--- config.mk ---
export PLATFORM = sky130hd
export DESIGN_NAME = mac_front
export DESIGN_NICKNAME = d
export VERILOG_FILES = /design/src/rtl/mac_pkg.sv /design/src/rtl/mac_front.sv
export SDC_FILE = /design/constraint.sdc
export NUM_CORES = 2
export LEC_CHECK = 0
export ABC_AREA = 1
export BUFFER_PORTS_ARGS = -buffer_cell sky130_fd_sc_hd__buf_4
export CORE_AREA = 3 3 241 420
export CTS_CLUSTER_SIZE = 25
export DETAILED_ROUTE_END_ITERATION = 10
export DIE_AREA = 0 0 244 423
export SYNTH_ARGS = -nofsm -noshare
export SYNTH_HDL_FRONTEND = slang
export SYNTH_SLANG_ARGS = --single-unit
export TNS_END_PERCENT = 1
--- constraint.sdc ---
create_clock -name clk_i -period 15.65 [get_ports clk_i]
set_input_delay 3.9125 -clock clk_i [delete_from_list [all_inputs] [get_ports clk_i]]
set_output_delay 3.9125 -clock clk_i [all_outputs]
set_load 0.01 [all_outputs]
--- src/rtl/mac_pkg.sv ---
// ----------------------------------------------------------------------------
// mac_pkg
// Shared types and constants of the magnetometer axis calibration block.
// ----------------------------------------------------------------------------
package mac_pkg;

  typedef logic signed [15:0] s16_t;
  typedef logic signed [14:0] s15_t;
  typedef logic signed [31:0] s32_t;
  typedef logic signed [47:0] s48_t;

  typedef struct packed {
    logic [47:0]      adc_offsets;
    logic [47:0]      axis_gains;
    logic [2:0][47:0] matrix_rows;
    logic [47:0]      cal_offsets;
    logic             calibration_mode_on;
    logic             factory_range_on;
  } cfg_t;

  localparam logic [2:0] RegAdcOffsets  = 3'd0;
  localparam logic [2:0] RegAxisGains   = 3'd1;
  localparam logic [2:0] RegMatrixRowX  = 3'd2;
  localparam logic [2:0] RegMatrixRowY  = 3'd3;
  localparam logic [2:0] RegMatrixRowZ  = 3'd4;
  localparam logic [2:0] RegCalOffsets  = 3'd5;
  localparam logic [2:0] RegCalMode     = 3'd6;
  localparam logic [2:0] RegFactoryMode = 3'd7;

  localparam logic [47:0] GainsReset = 48'h1000_1000_1000;
  localparam logic [47:0] RowXReset  = 48'h0000_0000_4000;
  localparam logic [47:0] RowYReset  = 48'h0000_4000_0000;
  localparam logic [47:0] RowZReset  = 48'h4000_0000_0000;

  localparam int unsigned FracBits     = 26;
  localparam s16_t        LimitNormal  = 16'sd10000;
  localparam s16_t        LimitFactory = 16'sd12000;
  // floor(a * 16384 / 10000) == (a * WordMagic) >> WordShift for a <= 12000
  localparam logic [24:0] WordMagic    = 25'd27487791;
  localparam int unsigned WordShift    = 24;

  function automatic s16_t lane(input logic [47:0] packed_v, input logic [1:0] k);
    s16_t r;
    r = packed_v[16*k +: 16];
    return r;
  endfunction

endpackage

--- src/rtl/mac_front.sv ---
// ----------------------------------------------------------------------------
// mac_front
// Stages 1-2: ADC offset removal (16-bit wrap) and Q4.12 axis gain.
// ----------------------------------------------------------------------------
module mac_front (
  input  logic                  clk_i,
  input  logic                  rst_ni,
  input  mac_pkg::cfg_t         cfg_i,
  input  logic                  valid_i,
  output logic                  ready_o,
  input  logic [2:0][15:0]      sample_i,
  output logic                  valid_o,
  input  logic                  ready_i,
  output logic [2:0][31:0]      gained_o
);
  import mac_pkg::*;

  logic v1_q, v2_q;
  logic en1, en2;
  s16_t d_q [3];
  s32_t g_q [3];

  assign en2     = ~v2_q | ready_i;
  assign en1     = ~v1_q | en2;
  assign ready_o = en1;
  assign valid_o = v2_q;

  always_ff @(posedge clk_i or negedge rst_ni) begin
    if (!rst_ni) begin
      v1_q <= 1'b0;
      v2_q <= 1'b0;
    end else begin
      if (en1) v1_q <= valid_i;
      if (en2) v2_q <= v1_q;
    end
  end

  for (genvar k = 0; k < 3; k++) begin : g_axis
    always_ff @(posedge clk_i) begin
      if (en1) d_q[k] <= s16_t'(sample_i[k]) - lane(cfg_i.adc_offsets, 2'(k));
      if (en2) g_q[k] <= d_q[k] * lane(cfg_i.axis_gains, 2'(k));
    end
    assign gained_o[k] = g_q[k];
  end

endmodule

# --- After elaboration in Yosys (flattened, before gate mapping) ---
# Memories as Yosys holds them, arrays and structs flattened.
# Index checks and enable logic that the tools add are counted.
op_classes:
  muxes: 4
  multipliers: 3
  bitwise: 4
  addsub: 3
op_table:
  columns: ["op", "n"]
  rows:
  - ["16-bit by 16-bit multiplier with 32-bit output", 3]
  - ["16-bit subtractor", 3]
  - ["1-bit two-way mux", 4]
  - ["1-bit inverter", 2]
  - ["1-bit bitwise OR", 2]
totals:
  ramBits: 144
  word_cells: 18
  reg_bits: 2
  memories: 2
memory_table:
  columns: ["memory", "words", "word_bits", "read_ports", "rd_ports_with_merged_regs", "write_ports", "line_no", "source"]
  rows:
  - ["g_q", 3, 32, 3, 0, 3, "mac_front.sv:21", "s32_t g_q [3];"]
  - ["d_q", 3, 16, 3, 0, 3, "mac_front.sv:20", "s16_t d_q [3];"]

# --- Depth between registers and ports, before layout ---
depth:
  ltp_word: 5
  ltp_mapped: 28
  depth_no_buf: 26

# --- Worst setup path before layout ---
# OpenSTA, ideal clock, no wires.
synth_path:
  kind: "input -> register"
  start: "input cfg_i[231] (netlist bit)"
  end: "memory g_q[0][95] (netlist bit), data pin"
  setup_time_ns: 0.252
  cell_stages: 22
  slack_ns: 6.530
  t_arrival_ns: 8.868
  path_cell_list: "clkbuf_1 clkbuf_1 nand2_1 fa_1 inv_1 fa_1 fa_1 inv_1 fa_1 inv_1 fa_1 fa_1 ha_1 inv_1 nor3_1 nand2_1 nor2_1 nand2_1 inv_1 nor2_1 nand2_1 nand2_1"
synth_lines:
  columns: ["item", "line_no", "source"]
  rows:
  - ["from (decl)", "mac_front.sv:8", "input mac_pkg::cfg_t cfg_i,"]
  - ["to (decl)", "mac_front.sv:21", null]

==> impl_metrics.env <==
export IMPL_total_routing_usage_gr=0.224
export IMPL_regToRegStartpoint="d_q[0][15]"
export IMPL_cts_resized_gates=0
export IMPL_die_outline_height_um=423
export IMPL_max_freq_mhz=108
export IMPL_final_critical_path_setup_slack_ps=6370
export IMPL_ys_ff_latch=146
export IMPL_avgSynthCellArea_um2=7.85
export IMPL_rsz0062_at_grt="false"
export IMPL_clk_transition_reported_paths_ps=70
export IMPL_fp_dieW_um=244
export IMPL_synthesis_yosys_warnings=0
export IMPL_yosysMostFrequentCell="sky130_fd_sc_hd__inv_1"
export IMPL_synth_enable_flop_cells=144
export IMPL_number_of_buffers_inserted_during_clock_tree_synthesis=17
export IMPL_clkLatencyLatePin_ps=480
export IMPL_max_cap_violations=0
export IMPL_synth_largest_area_cell="sky130_fd_sc_hd__fa_1"
export IMPL_critical_path_required_ps=15860
export IMPL_outcome="finished, final reports clean"
export IMPL_ctsRootBufferMaster="sky130_fd_sc_hd__clkbuf_16"
export IMPL_finalCritPeriodShare=0.593
export IMPL_grt_overflow_total=0
export IMPL_criticalPathCategory="primary input to flip-flop"
export IMPL_fillerInstances=10100
export IMPL_cts_buffer_depth=2
export IMPL_vias_in_the_first_global_route=34200
export IMPL_placement_rows=152
export IMPL_drive_gt1_frac=0.0627
export IMPL_worst_endpoint_arrival_ps=9500
export IMPL_num_io_pins=440
export IMPL_ys_types=30
export IMPL_sort_of_element_at_the_end_of_the_critical_path="flip-flop"
export IMPL_tritoncts_num_sinks=146
export IMPL_routed_wire_length_per_instance_um=17.3
export IMPL_vias_per_cell=4.81
export IMPL_drc=0
export IMPL_tightest_slew_ps=1020
export IMPL_netlist_top_cells_count="sky130_fd_sc_hd__inv_1, sky130_fd_sc_hd__nand2_1, sky130_fd_sc_hd__fa_1"
export IMPL_grt_max_degree=60
export IMPL_setup_worst_path_start="cfg_i[211]"
export IMPL_post_synthesis_cell_area_mm2=0.0391
export IMPL_cts_hold_buffers=0
export IMPL_clock_skew_final_ps=10.8
export IMPL_synth_top_cell_area_share=0.404
export IMPL_antenna_left=0
export IMPL_finalWeightedCongestion=0.942
export IMPL_clock_tree_from_tritoncts="built"
export IMPL_finalSetupViolCount=0
export IMPL_finalNetCount=6511
export IMPL_ys_flop_type="sky130_fd_sc_hd__edfxtp_1"
export IMPL_post_cts_setup_buffer_count=0
export IMPL_grt_antenna_before_repair=3
export IMPL_num_vias=30800
export IMPL_worstHoldStart="v1_q"
export IMPL_start_util=0.399
export IMPL_htree_num_levels=4
export IMPL_preCtsSetupSlack_ps=5870
export IMPL_syn_to_final_growth_pct=9.04
export IMPL_grt_pass1_wl_um=179000
export IMPL_drt_iter0_drc=1384
export IMPL_synth_seq_area_share=0.112
export IMPL_start_kind="primary input"
export IMPL_first_pass_iters=8
export IMPL_synth_top_area_cells="sky130_fd_sc_hd__fa_1, sky130_fd_sc_hd__inv_1, sky130_fd_sc_hd__nand2_1"
export IMPL_finalHoldViolations=0
export IMPL_fin_worst_hold_slack_ps=539
export IMPL_worst_hold_path_type="flip-flop to flip-flop"
export IMPL_share_of_synthesized_flip_flops_with_an_asynchronous_set_or_reset=0.0137
export IMPL_floorplan_die_area_mm2=0.103
export IMPL_drv_slew=0
export IMPL_core_area_mm2=0.0981
export IMPL_setup_total_negative_slack_ps=0
export IMPL_syn_inst=4988
export IMPL_path_max_fanout=16
export IMPL_shortest_clock_period_the_worst_path_allows_after_layout_ps=9280
export IMPL_drt_total_wl_um=111000
export IMPL_synthesis_nets=6410
export IMPL_hpwlAfterDp_um=94200
export IMPL_port_buffers=245
export IMPL_timing_slew_headroom=0.323
placed cells by master (no fill, tap or decap), types with 7 or more instances in the layout:
master                      instances
sky130_fd_sc_hd__clkbuf_16         17
sky130_fd_sc_hd__ha_1             291
sky130_fd_sc_hd__buf_4            256
sky130_fd_sc_hd__nor2_1           155
sky130_fd_sc_hd__nand2_1         1381
sky130_fd_sc_hd__a21o_1             7
sky130_fd_sc_hd__or2_2             12
sky130_fd_sc_hd__o21ai_0           39
sky130_fd_sc_hd__xnor2_1           13
sky130_fd_sc_hd__xor2_1            77
sky130_fd_sc_hd__inv_1           1520
sky130_fd_sc_hd__o21bai_1          21
sky130_fd_sc_hd__fa_1             789
sky130_fd_sc_hd__nand4_1           46
sky130_fd_sc_hd__nor2_2            10
sky130_fd_sc_hd__a21oi_1          118
sky130_fd_sc_hd__edfxtp_1         144
sky130_fd_sc_hd__nor3_1            24
sky130_fd_sc_hd__nand3_1          141
kinds of logic after synthesis:
| family | Yosys count | synth area share |
|---|---|---|
| xor gates and xnor gates | 90 | 0.0201 |
| AOI/OAI and AO/OA | 196 | 0.0276 |
| DFF | 146 | 0.112 |
| adders and majority gates | 1080 | 0.497 |
| and+or+nand+nor | 1781 | 0.182 |
| buffers and inverters | 1695 | 0.163 |
metal layers:
layer  wire [um]  GRT usage
met1       38600      0.229
met2       60100      0.435
met3        5220     0.0319
met4        6830      0.120
met5           0          0
path summary, 6_finish.rpt:
path                       cells after the start    endpoint  slack [ps]
hold / removal                                 2     valid_o         540
setup / recovery                              19  g_q[0][59]        6370
setup reg to reg                              18  g_q[0][23]        9190
hold reg to reg                                2     valid_o         540
min in group asynchronous                      1        v1_q        3200
max in group asynchronous                      1     valid_o       12360
flip-flops by register name, indices dropped and copies added (netlist names):
signal   flops
g_q         96
valid_o      1
d_q         48
v1_q         1
worst max-delay path: stages:
cell	delay (ps)
sky130_fd_sc_hd__buf_4	190
sky130_fd_sc_hd__nand2_1	140
sky130_fd_sc_hd__inv_1	90
sky130_fd_sc_hd__fa_1	650
sky130_fd_sc_hd__fa_1	980
sky130_fd_sc_hd__fa_1	560
sky130_fd_sc_hd__fa_1	510
sky130_fd_sc_hd__fa_1	490
sky130_fd_sc_hd__inv_1	50
sky130_fd_sc_hd__fa_1	470
sky130_fd_sc_hd__inv_1	40
sky130_fd_sc_hd__ha_1	420
sky130_fd_sc_hd__nand2_1	150
sky130_fd_sc_hd__inv_1	120
sky130_fd_sc_hd__nand2_1	120
sky130_fd_sc_hd__nor3_1	210
sky130_fd_sc_hd__o21ai_0	170
sky130_fd_sc_hd__nand4_1	110
sky130_fd_sc_hd__nand2_1	90
through the flow:
stage | std cells | util | area [um2]
finish | 6413 | 0.435 | 42700
global route | 6412 | 0.435 | 42700
CTS | 6411 | 0.435 | 42700
detailed placement | 6379 | 0.429 | 42100
global placement | 6379 | 0.429 | 42100
floorplan | 4988 | - | 39100
area by class of cell:
class / instances / area [um2] / share of cell area
Clock buffer: 18 / 429 / 0.0101
Antenna cell: 2 / 5.00 / 0.000117
Multi-Input combinational cell: 3147 / 28400 / 0.666
Tap cell: 1309 / 1640 / 0.0384
Inverter: 1521 / 5710 / 0.134
Sequential cell: 146 / 4370 / 0.102
Clock inverter: 14 / 178 / 0.00416
Timing Repair Buffer: 256 / 1920 / 0.0450
Power is left out: the tool's default activity adds up to more than one toggle a clock period on the data nets, which glitch-free logic cannot reach.
