[src/rtl/mac_pkg.sv]
// ----------------------------------------------------------------------------
// mac_pkg
// Shared types and constants of the magnetometer axis calibration block.
// ----------------------------------------------------------------------------
package mac_pkg;

  typedef logic signed [15:0] s16_t;
  typedef logic signed [14:0] s15_t;
  typedef logic signed [31:0] s32_t;
  typedef logic signed [47:0] s48_t;

  typedef struct packed {
    logic [47:0]      adc_offsets;
    logic [47:0]      axis_gains;
    logic [2:0][47:0] matrix_rows;
    logic [47:0]      cal_offsets;
    logic             calibration_mode_on;
    logic             factory_range_on;
  } cfg_t;

  localparam logic [2:0] RegAdcOffsets  = 3'd0;
  localparam logic [2:0] RegAxisGains   = 3'd1;
  localparam logic [2:0] RegMatrixRowX  = 3'd2;
  localparam logic [2:0] RegMatrixRowY  = 3'd3;
  localparam logic [2:0] RegMatrixRowZ  = 3'd4;
  localparam logic [2:0] RegCalOffsets  = 3'd5;
  localparam logic [2:0] RegCalMode     = 3'd6;
  localparam logic [2:0] RegFactoryMode = 3'd7;

  localparam logic [47:0] GainsReset = 48'h1000_1000_1000;
  localparam logic [47:0] RowXReset  = 48'h0000_0000_4000;
  localparam logic [47:0] RowYReset  = 48'h0000_4000_0000;
  localparam logic [47:0] RowZReset  = 48'h4000_0000_0000;

  localparam int unsigned FracBits     = 26;
  localparam s16_t        LimitNormal  = 16'sd10000;
  localparam s16_t        LimitFactory = 16'sd12000;
  // floor(a * 16384 / 10000) == (a * WordMagic) >> WordShift for a <= 12000
  localparam logic [24:0] WordMagic    = 25'd27487791;
  localparam int unsigned WordShift    = 24;

  function automatic s16_t lane(input logic [47:0] packed_v, input logic [1:0] k);
    s16_t r;
    r = packed_v[16*k +: 16];
    return r;
  endfunction

endpackage

[src/rtl/mac_post.sv]
// ----------------------------------------------------------------------------
// mac_post
// Stages 5-7: calibration offset (not applied in calibration mode), range clamp and scaled word output.
// ----------------------------------------------------------------------------
module mac_post (
  input  logic                  clk_i,
  input  logic                  rst_ni,
  input  mac_pkg::cfg_t         cfg_i,
  input  logic                  valid_i,
  output logic                  ready_o,
  input  logic [2:0][15:0]      row_i,
  output logic                  valid_o,
  input  logic                  ready_i,
  output logic [2:0][14:0]      field_o,
  output logic [2:0][15:0]      word_o
);
  import mac_pkg::*;

  logic v5_q, v6_q, v7_q;
  logic en5, en6, en7;
  s16_t lim, lim_n;

  s15_t        f5_q [3];
  s15_t        f6_q [3];
  logic        n6_q [3];
  logic [38:0] m6_q [3];
  s15_t        f7_q [3];
  s16_t        w7_q [3];

  s16_t        cor [3];
  s15_t        clp [3];
  logic [13:0] mag [3];
  logic [14:0] wmag [3];

  assign en7     = ~v7_q | ready_i;
  assign en6     = ~v6_q | en7;
  assign en5     = ~v5_q | en6;
  assign ready_o = en5;
  assign valid_o = v7_q;

  assign lim   = cfg_i.factory_range_on ? LimitFactory : LimitNormal;
  assign lim_n = 16'sd0 - lim;

  always_ff @(posedge clk_i or negedge rst_ni) begin
    if (!rst_ni) begin
      v5_q <= 1'b0;
      v6_q <= 1'b0;
      v7_q <= 1'b0;
    end else begin
      if (en5) v5_q <= valid_i;
      if (en6) v6_q <= v5_q;
      if (en7) v7_q <= v6_q;
    end
  end

  for (genvar k = 0; k < 3; k++) begin : g_axis
    always_comb begin
      cor[k] = cfg_i.calibration_mode_on ? s16_t'(row_i[k])
                                         : s16_t'(row_i[k]) - lane(cfg_i.cal_offsets, 2'(k));
      if (cor[k] > lim) begin
        clp[k] = lim[14:0];
      end else if (cor[k] < lim_n) begin
        clp[k] = lim_n[14:0];
      end else begin
        clp[k] = cor[k][14:0];
      end
      mag[k]  = f5_q[k][14] ? 14'(15'sd0 - f5_q[k]) : f5_q[k][13:0];
      wmag[k] = m6_q[k][38:WordShift];
    end

    always_ff @(posedge clk_i) begin
      if (en5) f5_q[k] <= clp[k];
      if (en6) begin
        f6_q[k] <= f5_q[k];
        n6_q[k] <= f5_q[k][14];
        m6_q[k] <= 39'(mag[k]) * 39'(WordMagic);
      end
      if (en7) begin
        f7_q[k] <= f6_q[k];
        w7_q[k] <= n6_q[k] ? 16'sd0 - s16_t'({1'b0, wmag[k]}) : s16_t'({1'b0, wmag[k]});
      end
    end

    assign field_o[k] = f7_q[k];
    assign word_o[k]  = w7_q[k];
  end

endmodule

[config.mk]
export PLATFORM = sky130hd
export DESIGN_NAME = mac_post
export DESIGN_NICKNAME = d
export VERILOG_FILES = /design/src/rtl/mac_pkg.sv /design/src/rtl/mac_post.sv
export SDC_FILE = /design/constraint.sdc
export NUM_CORES = 2
export LEC_CHECK = 0
export ABC_CLOCK_PERIOD_IN_PS = 10000
export CORE_MARGIN = 10
export CORE_UTILIZATION = 25
export CTS_BUF_LIST = sky130_fd_sc_hd__clkbuf_8
export DETAILED_ROUTE_END_ITERATION = 8
export DONT_BUFFER_PORTS = 1
export MAX_ROUTING_LAYER = met4
export PLACE_DENSITY = 0.35
export SYNTH_ARGS = -nofsm -noshare
export SYNTH_HDL_FRONTEND = slang
export SYNTH_SLANG_ARGS = --single-unit
[constraint.sdc]
create_clock -name clk_i -period 10 [get_ports clk_i]
set_clock_uncertainty 0.2 [all_clocks]
set_input_delay 2 -clock clk_i [delete_from_list [all_inputs] [get_ports clk_i]]
set_output_delay 2 -clock clk_i [all_outputs]
set_load 0.1 [all_outputs]
# Word-level counts from Yosys, hierarchy flattened
# Memory sizes are Yosys's and may differ from the RTL's.
# Cells that the tools add are included.
# word_totals
regBits,3
latchBits,0
ramBits,303
mem_bits_ro,0
input_bits,342
out_inout_bits,95
wordCells,56
n_memories,6
# memory_table
name,words,width,rd,rd_ports_with_merged_regs,wr,line_no,text
m6_q,3,39,3,0,3,mac_post.sv:26,logic [38:0] m6_q [3];
w7_q,3,16,3,0,3,mac_post.sv:28,s16_t w7_q [3];
f5_q,3,15,3,0,3,mac_post.sv:23,s15_t f5_q [3];
f6_q,3,15,3,0,3,mac_post.sv:24,s15_t f6_q [3];
f7_q,3,15,3,0,3,mac_post.sv:27,s15_t f7_q [3];
n6_q,3,1,3,0,3,mac_post.sv:25,logic n6_q [3];
# classes
n_addsub,10
n_mul,3
div,0
n_lt_le_gt_ge,6
n_eq_ne,0
n_shift,0
muxes,22
bitwise_logic,6
n_reduce_logical,0
# op_table
op,n
$mul 14x25->39 const B,3
$mux 16,6
$mux 15,6
$gt 16x15->1,3
$lt 16x15->1,3
$sub 1x15->16 const A,3
$sub 16x16->16,3
$mux 14,3
$sub 1x14->14 const A,3
$sub 1x14->15 const A,1
$mux 12,1
$mux 1,6
$not 1->1,3
$or 1x1->1,3

# Depth between registers and ports, before layout
# depth
word_depth,6
mapped_depth,32
mapped_depth_nobuf,32

# Worst setup path before layout
# Ideal clock, no wire load.
# synth_path
path_kind,flip-flop to flip-flop
from,mem f5_q[0][15] in the netlist's numbering
to,mem m6_q[1][37] (netlist: m6_q[0][76]) (data pin)
setup_time_ns,0.258
t_arrival_ns,7.777
required_time_ns,9.542
setup_slack_ns,1.765
stages_incl_launch_ff,29
path_buffers,0
synth_period_minus_slack_ns,8.235
path_cell_list,edfxtp_1 -> or3_1 -> or3_1 -> or3_1 -> o31ai_1 -> xor2_1 -> inv_1 -> ha_1 -> inv_1 -> ha_1 -> or2_2 -> ha_1 -> a21o_1 -> fa_1 -> inv_1 -> fa_1 -> inv_1 -> fa_1 -> fa_1 -> ha_1 -> o21a_1 -> o21bai_1 -> a211o_1 -> o21ai_0 -> o21a_1 -> o221ai_1 -> o21ai_0 -> o22ai_1 -> xnor2_1
# synth_rtl
item,line_no
"start, declared",mac_post.sv:23
"end, declared",mac_post.sv:26

==> summary.md <==
The tools report the number of buffers between clock root and the deepest sink as 3. After detailed routing, the average wire length per cell comes to 18.8 µm. The count of cell types in the netlist was 87.

The clock reaches the later pin of the worst-skew pair after 0.70 ns. Most common cell in the synthesized netlist: inv_1. Of all cell types, the one taking the most synthesized area is fa_1.

Minimum setup slack after placement: 0.904 ns. The detailed router's first-iteration violation count was 732; the transition time of the tightest slew-check pin was 1.10 ns. The average via count per standard cell was 4.39.

Post-CTS timing repair inserted 0 buffers for setup. The initial utilization of the core area, before any placement, comes to 25.2%. The final number of hold-violating endpoints came out at 0. The number of maximum-capacitance violations was 0.

Clock-pin slew was measured on the worst setup and hold paths at 0.06 ns. Timing would allow up to 111 MHz. Yosys mapped a number of flops with a built-in enable equal to 228. The number of I/O pins was 437. Summed over its instances, the top area cell type makes up 24.1% of the synthesized netlist area. The run gives 13.1% as the combined global-route utilization of all metal layers. The run gives 4123 as the synthesized netlist net count.

The master cell of the clock root buffer was clkbuf_8. Setup repair after global routing left no endpoint under its margin. On the final layout, the worst hold slack is 0.196 ns.

Entering global routing, the biggest net connects 97 pins. In this run the tool buffered the top-level ports with 0 buffer cells. For the worst setup path, the data arrival time is 9.24 ns. The total of endpoints with negative setup slack in the final report came out at 0.

TritonCTS built the clock tree. CTS saw 231 sinks. The worst hold path belongs to the class flop to flop.

For the via count, the log shows 20.3k. The global placement routability congestion was 0.900; the post-detailed-placement half-perimeter wirelength was 74400 µm. In the post-synthesis netlist, the biggest area contributors are fa_1 24%, edfxtp_1 23%, ha_1 21%. The post-route netlist has 4.57% of its cells at a drive strength greater than 1.

The nature of the critical path endpoint is a flop. The logs give 127 for the number of cell rows and 2901 for the cell count after synthesis. The type of the worst setup path was flop to flop. The run gives 30300 µm² as the cell area after synthesis.

After routing, the total negative slack on setup checks comes to 0 ns. Summed over all layers, the routed wires come to 86800 µm. The relative slew slack came out at 26.0%. The worst path in the final design needs a cycle of 9.04 ns, including I/O delays and setup.

Worst stage delay on the critical path: 0.58 ns. The die height is 368 µm, and the number of optimization iterations in the first detailed-route pass is 5. Counting the fill cells in the layout gives 12.7k. The number of slew-limit violations in the final report came out at 0. On the critical path, the stage with the largest delay is an instance of o21ai_0. The total number of H-tree levels was 2; the post-route clock period utilization was 90.4%. For this run, the number of Yosys warnings is 0. The data required time at the worst endpoint is 10.20 ns, and the via count of the first global-routing pass is 22.0k. Across the whole layout, storage elements account for 6920 µm².

The most frequently used flop master after synthesis was edfxtp_1. The net count of the finished layout is 4182. The launching element type of the critical path is a flop. The x dimension of the die was 368 µm. The worst path meets setup with 0.964 ns of slack. The area added between synthesis and finish came out at 10.3%. Dividing the synthesized area by the synthesized cell count gives 10.4 µm². The detailed-route DRC error count was 0; the first-pass GRT wire length was 134000 µm. The run finished with clean final reports. Counting instances in the post-synthesis netlist gives the leading cell types as 680 x inv_1, 516 x ha_1, 364 x fa_1. Synthesis inferred 231 register bits.

The floorplan step defined a die boundary enclosing 135000 µm². The area of combinational cells with multiple inputs is 20700 µm², and the setup slack of the worst register-to-register path is 0.96 ns. The count of nets left with antenna violations once routing finished came out at 0.

The number of antenna violations at the first check in global routing is 9. The area of the core region came out at 120000 µm². In the synthesized netlist the async set-or-reset flop fraction comes to 1.30%. TritonCTS buffer count: 49.

Of the synthesized area, sequential elements account for 22.9%. The number of buffers added to fix hold violations after cts was 0; the largest fanout of any net on the critical path was 4. The number of instances resized during post-cts repair was 0; the aggregate global routing overflow was 0.
==> stage by stage <==
stage                     cells  area, µm²  utilization (%)
final                      4619      33400             27.8
after global routing       4616      33400             27.8
after CTS                  4608      33400             27.8
after detailed placement   4521      32500             27.0
after global placement     4521      32500             27.0
after floorplan            2901      30300                -
==> critical path: cells and delay by family, from the launching register on <==
family,cells,cell delay [ns]
adder cells (fa/ha/maj),8,3.11
AO/OA/AOI/OAI,10,2.65
AND/OR/NAND/NOR,4,1.56
XOR/XNOR,2,0.48
flip-flops,1,0.43
buffers and inverters,4,0.34
==> kinds of logic (layout without fill, tap and decap cells) <==
group	count (synthesis)	after routing	synth area share, %
adder cells (fa/ha/maj)	882	882	45.5
XOR/XNOR	155	155	4.51
flip-flops	231	231	22.9
multiplexers	9	9	0.351
buffers and inverters	706	801	8.78
other	0	11	0
AO/OA/AOI/OAI	438	438	9.91
AND/OR/NAND/NOR	480	480	8.11
==> flip-flops by register name, summed over array words and instances (netlist names) <==
signal,cells
m6_q,48
v6_q,1
w7_q,48
n6_q,2
f5_q,45
valid_o,1
f7_q,45
f6_q,40
v5_q,1
==> layout by cell type (no fill, tap or decap), drive strengths merged, types with 7 or more instances in the layout <==
| cell type | n |
|---|---|
| inv | 695 |
| ha | 516 |
| fa | 364 |
| edfxtp | 228 |
| nor2 | 125 |
| xnor2 | 106 |
| o21ai | 106 |
| nand2 | 104 |
| a21oi | 79 |
| xor2 | 49 |
| clkbuf | 49 |
| nor3 | 38 |
| a21o | 36 |
| nand2b | 36 |
| buf | 34 |
| o21a | 30 |
| o31ai | 25 |
| nor2b | 24 |
| or3 | 23 |
| and3 | 21 |
| nand3 | 19 |
| a31oi | 19 |
| clkinv | 18 |
| o211ai | 17 |
| nand4 | 14 |
| a211oi | 14 |
| or4 | 14 |
| a211o | 13 |
| o31a | 13 |
| and2 | 12 |
| diode | 11 |
| nor3b | 11 |
| or2 | 8 |
| nor4 | 8 |
| o41ai | 8 |
| a2111oi | 7 |
==> cell type report <==
class | count | share of cell area, %
Clock inverter | 38 | 0.719
Multi-Input combinational cell | 1964 | 62.0
Tap cell | 1612 | 6.04
Clock buffer | 49 | 2.02
Antenna cell | 11 | 0.0824
Inverter | 680 | 7.64
Sequential cell | 231 | 20.7
Timing Repair Buffer | 34 | 0.802
==> per-layer routing <==
metal / track usage, % / wire (µm) / up-vias / part of all wire, %
met1: 17.8 / 42300 / 9987 / 49
met4: 2.48 / 1320 / 0 / 1.5
met2: 20.0 / 38200 / 381 / 44
met3: 2.93 / 4900 / 76 / 5.6
met5: - / 0 / - / 0
li1: - / - / 9840 / -
==> final timing paths <==
check	start	endpoint	cells past startpoint
worst max-delay path	f5_q[0][17]	m6_q[0][76]	28
worst min-delay path	f6_q[0][8]	f7_q[0][8]	0
worst max register to register	f5_q[0][17]	m6_q[0][76]	28
worst min register to register	f6_q[0][8]	f7_q[0][8]	0
max in group asynchronous	rst_ni	v5_q	0
min in group asynchronous	rst_ni	valid_o	0
Power is not shown: default switching activity piles up to over one toggle a cycle in this logic, so the estimate is an artifact.
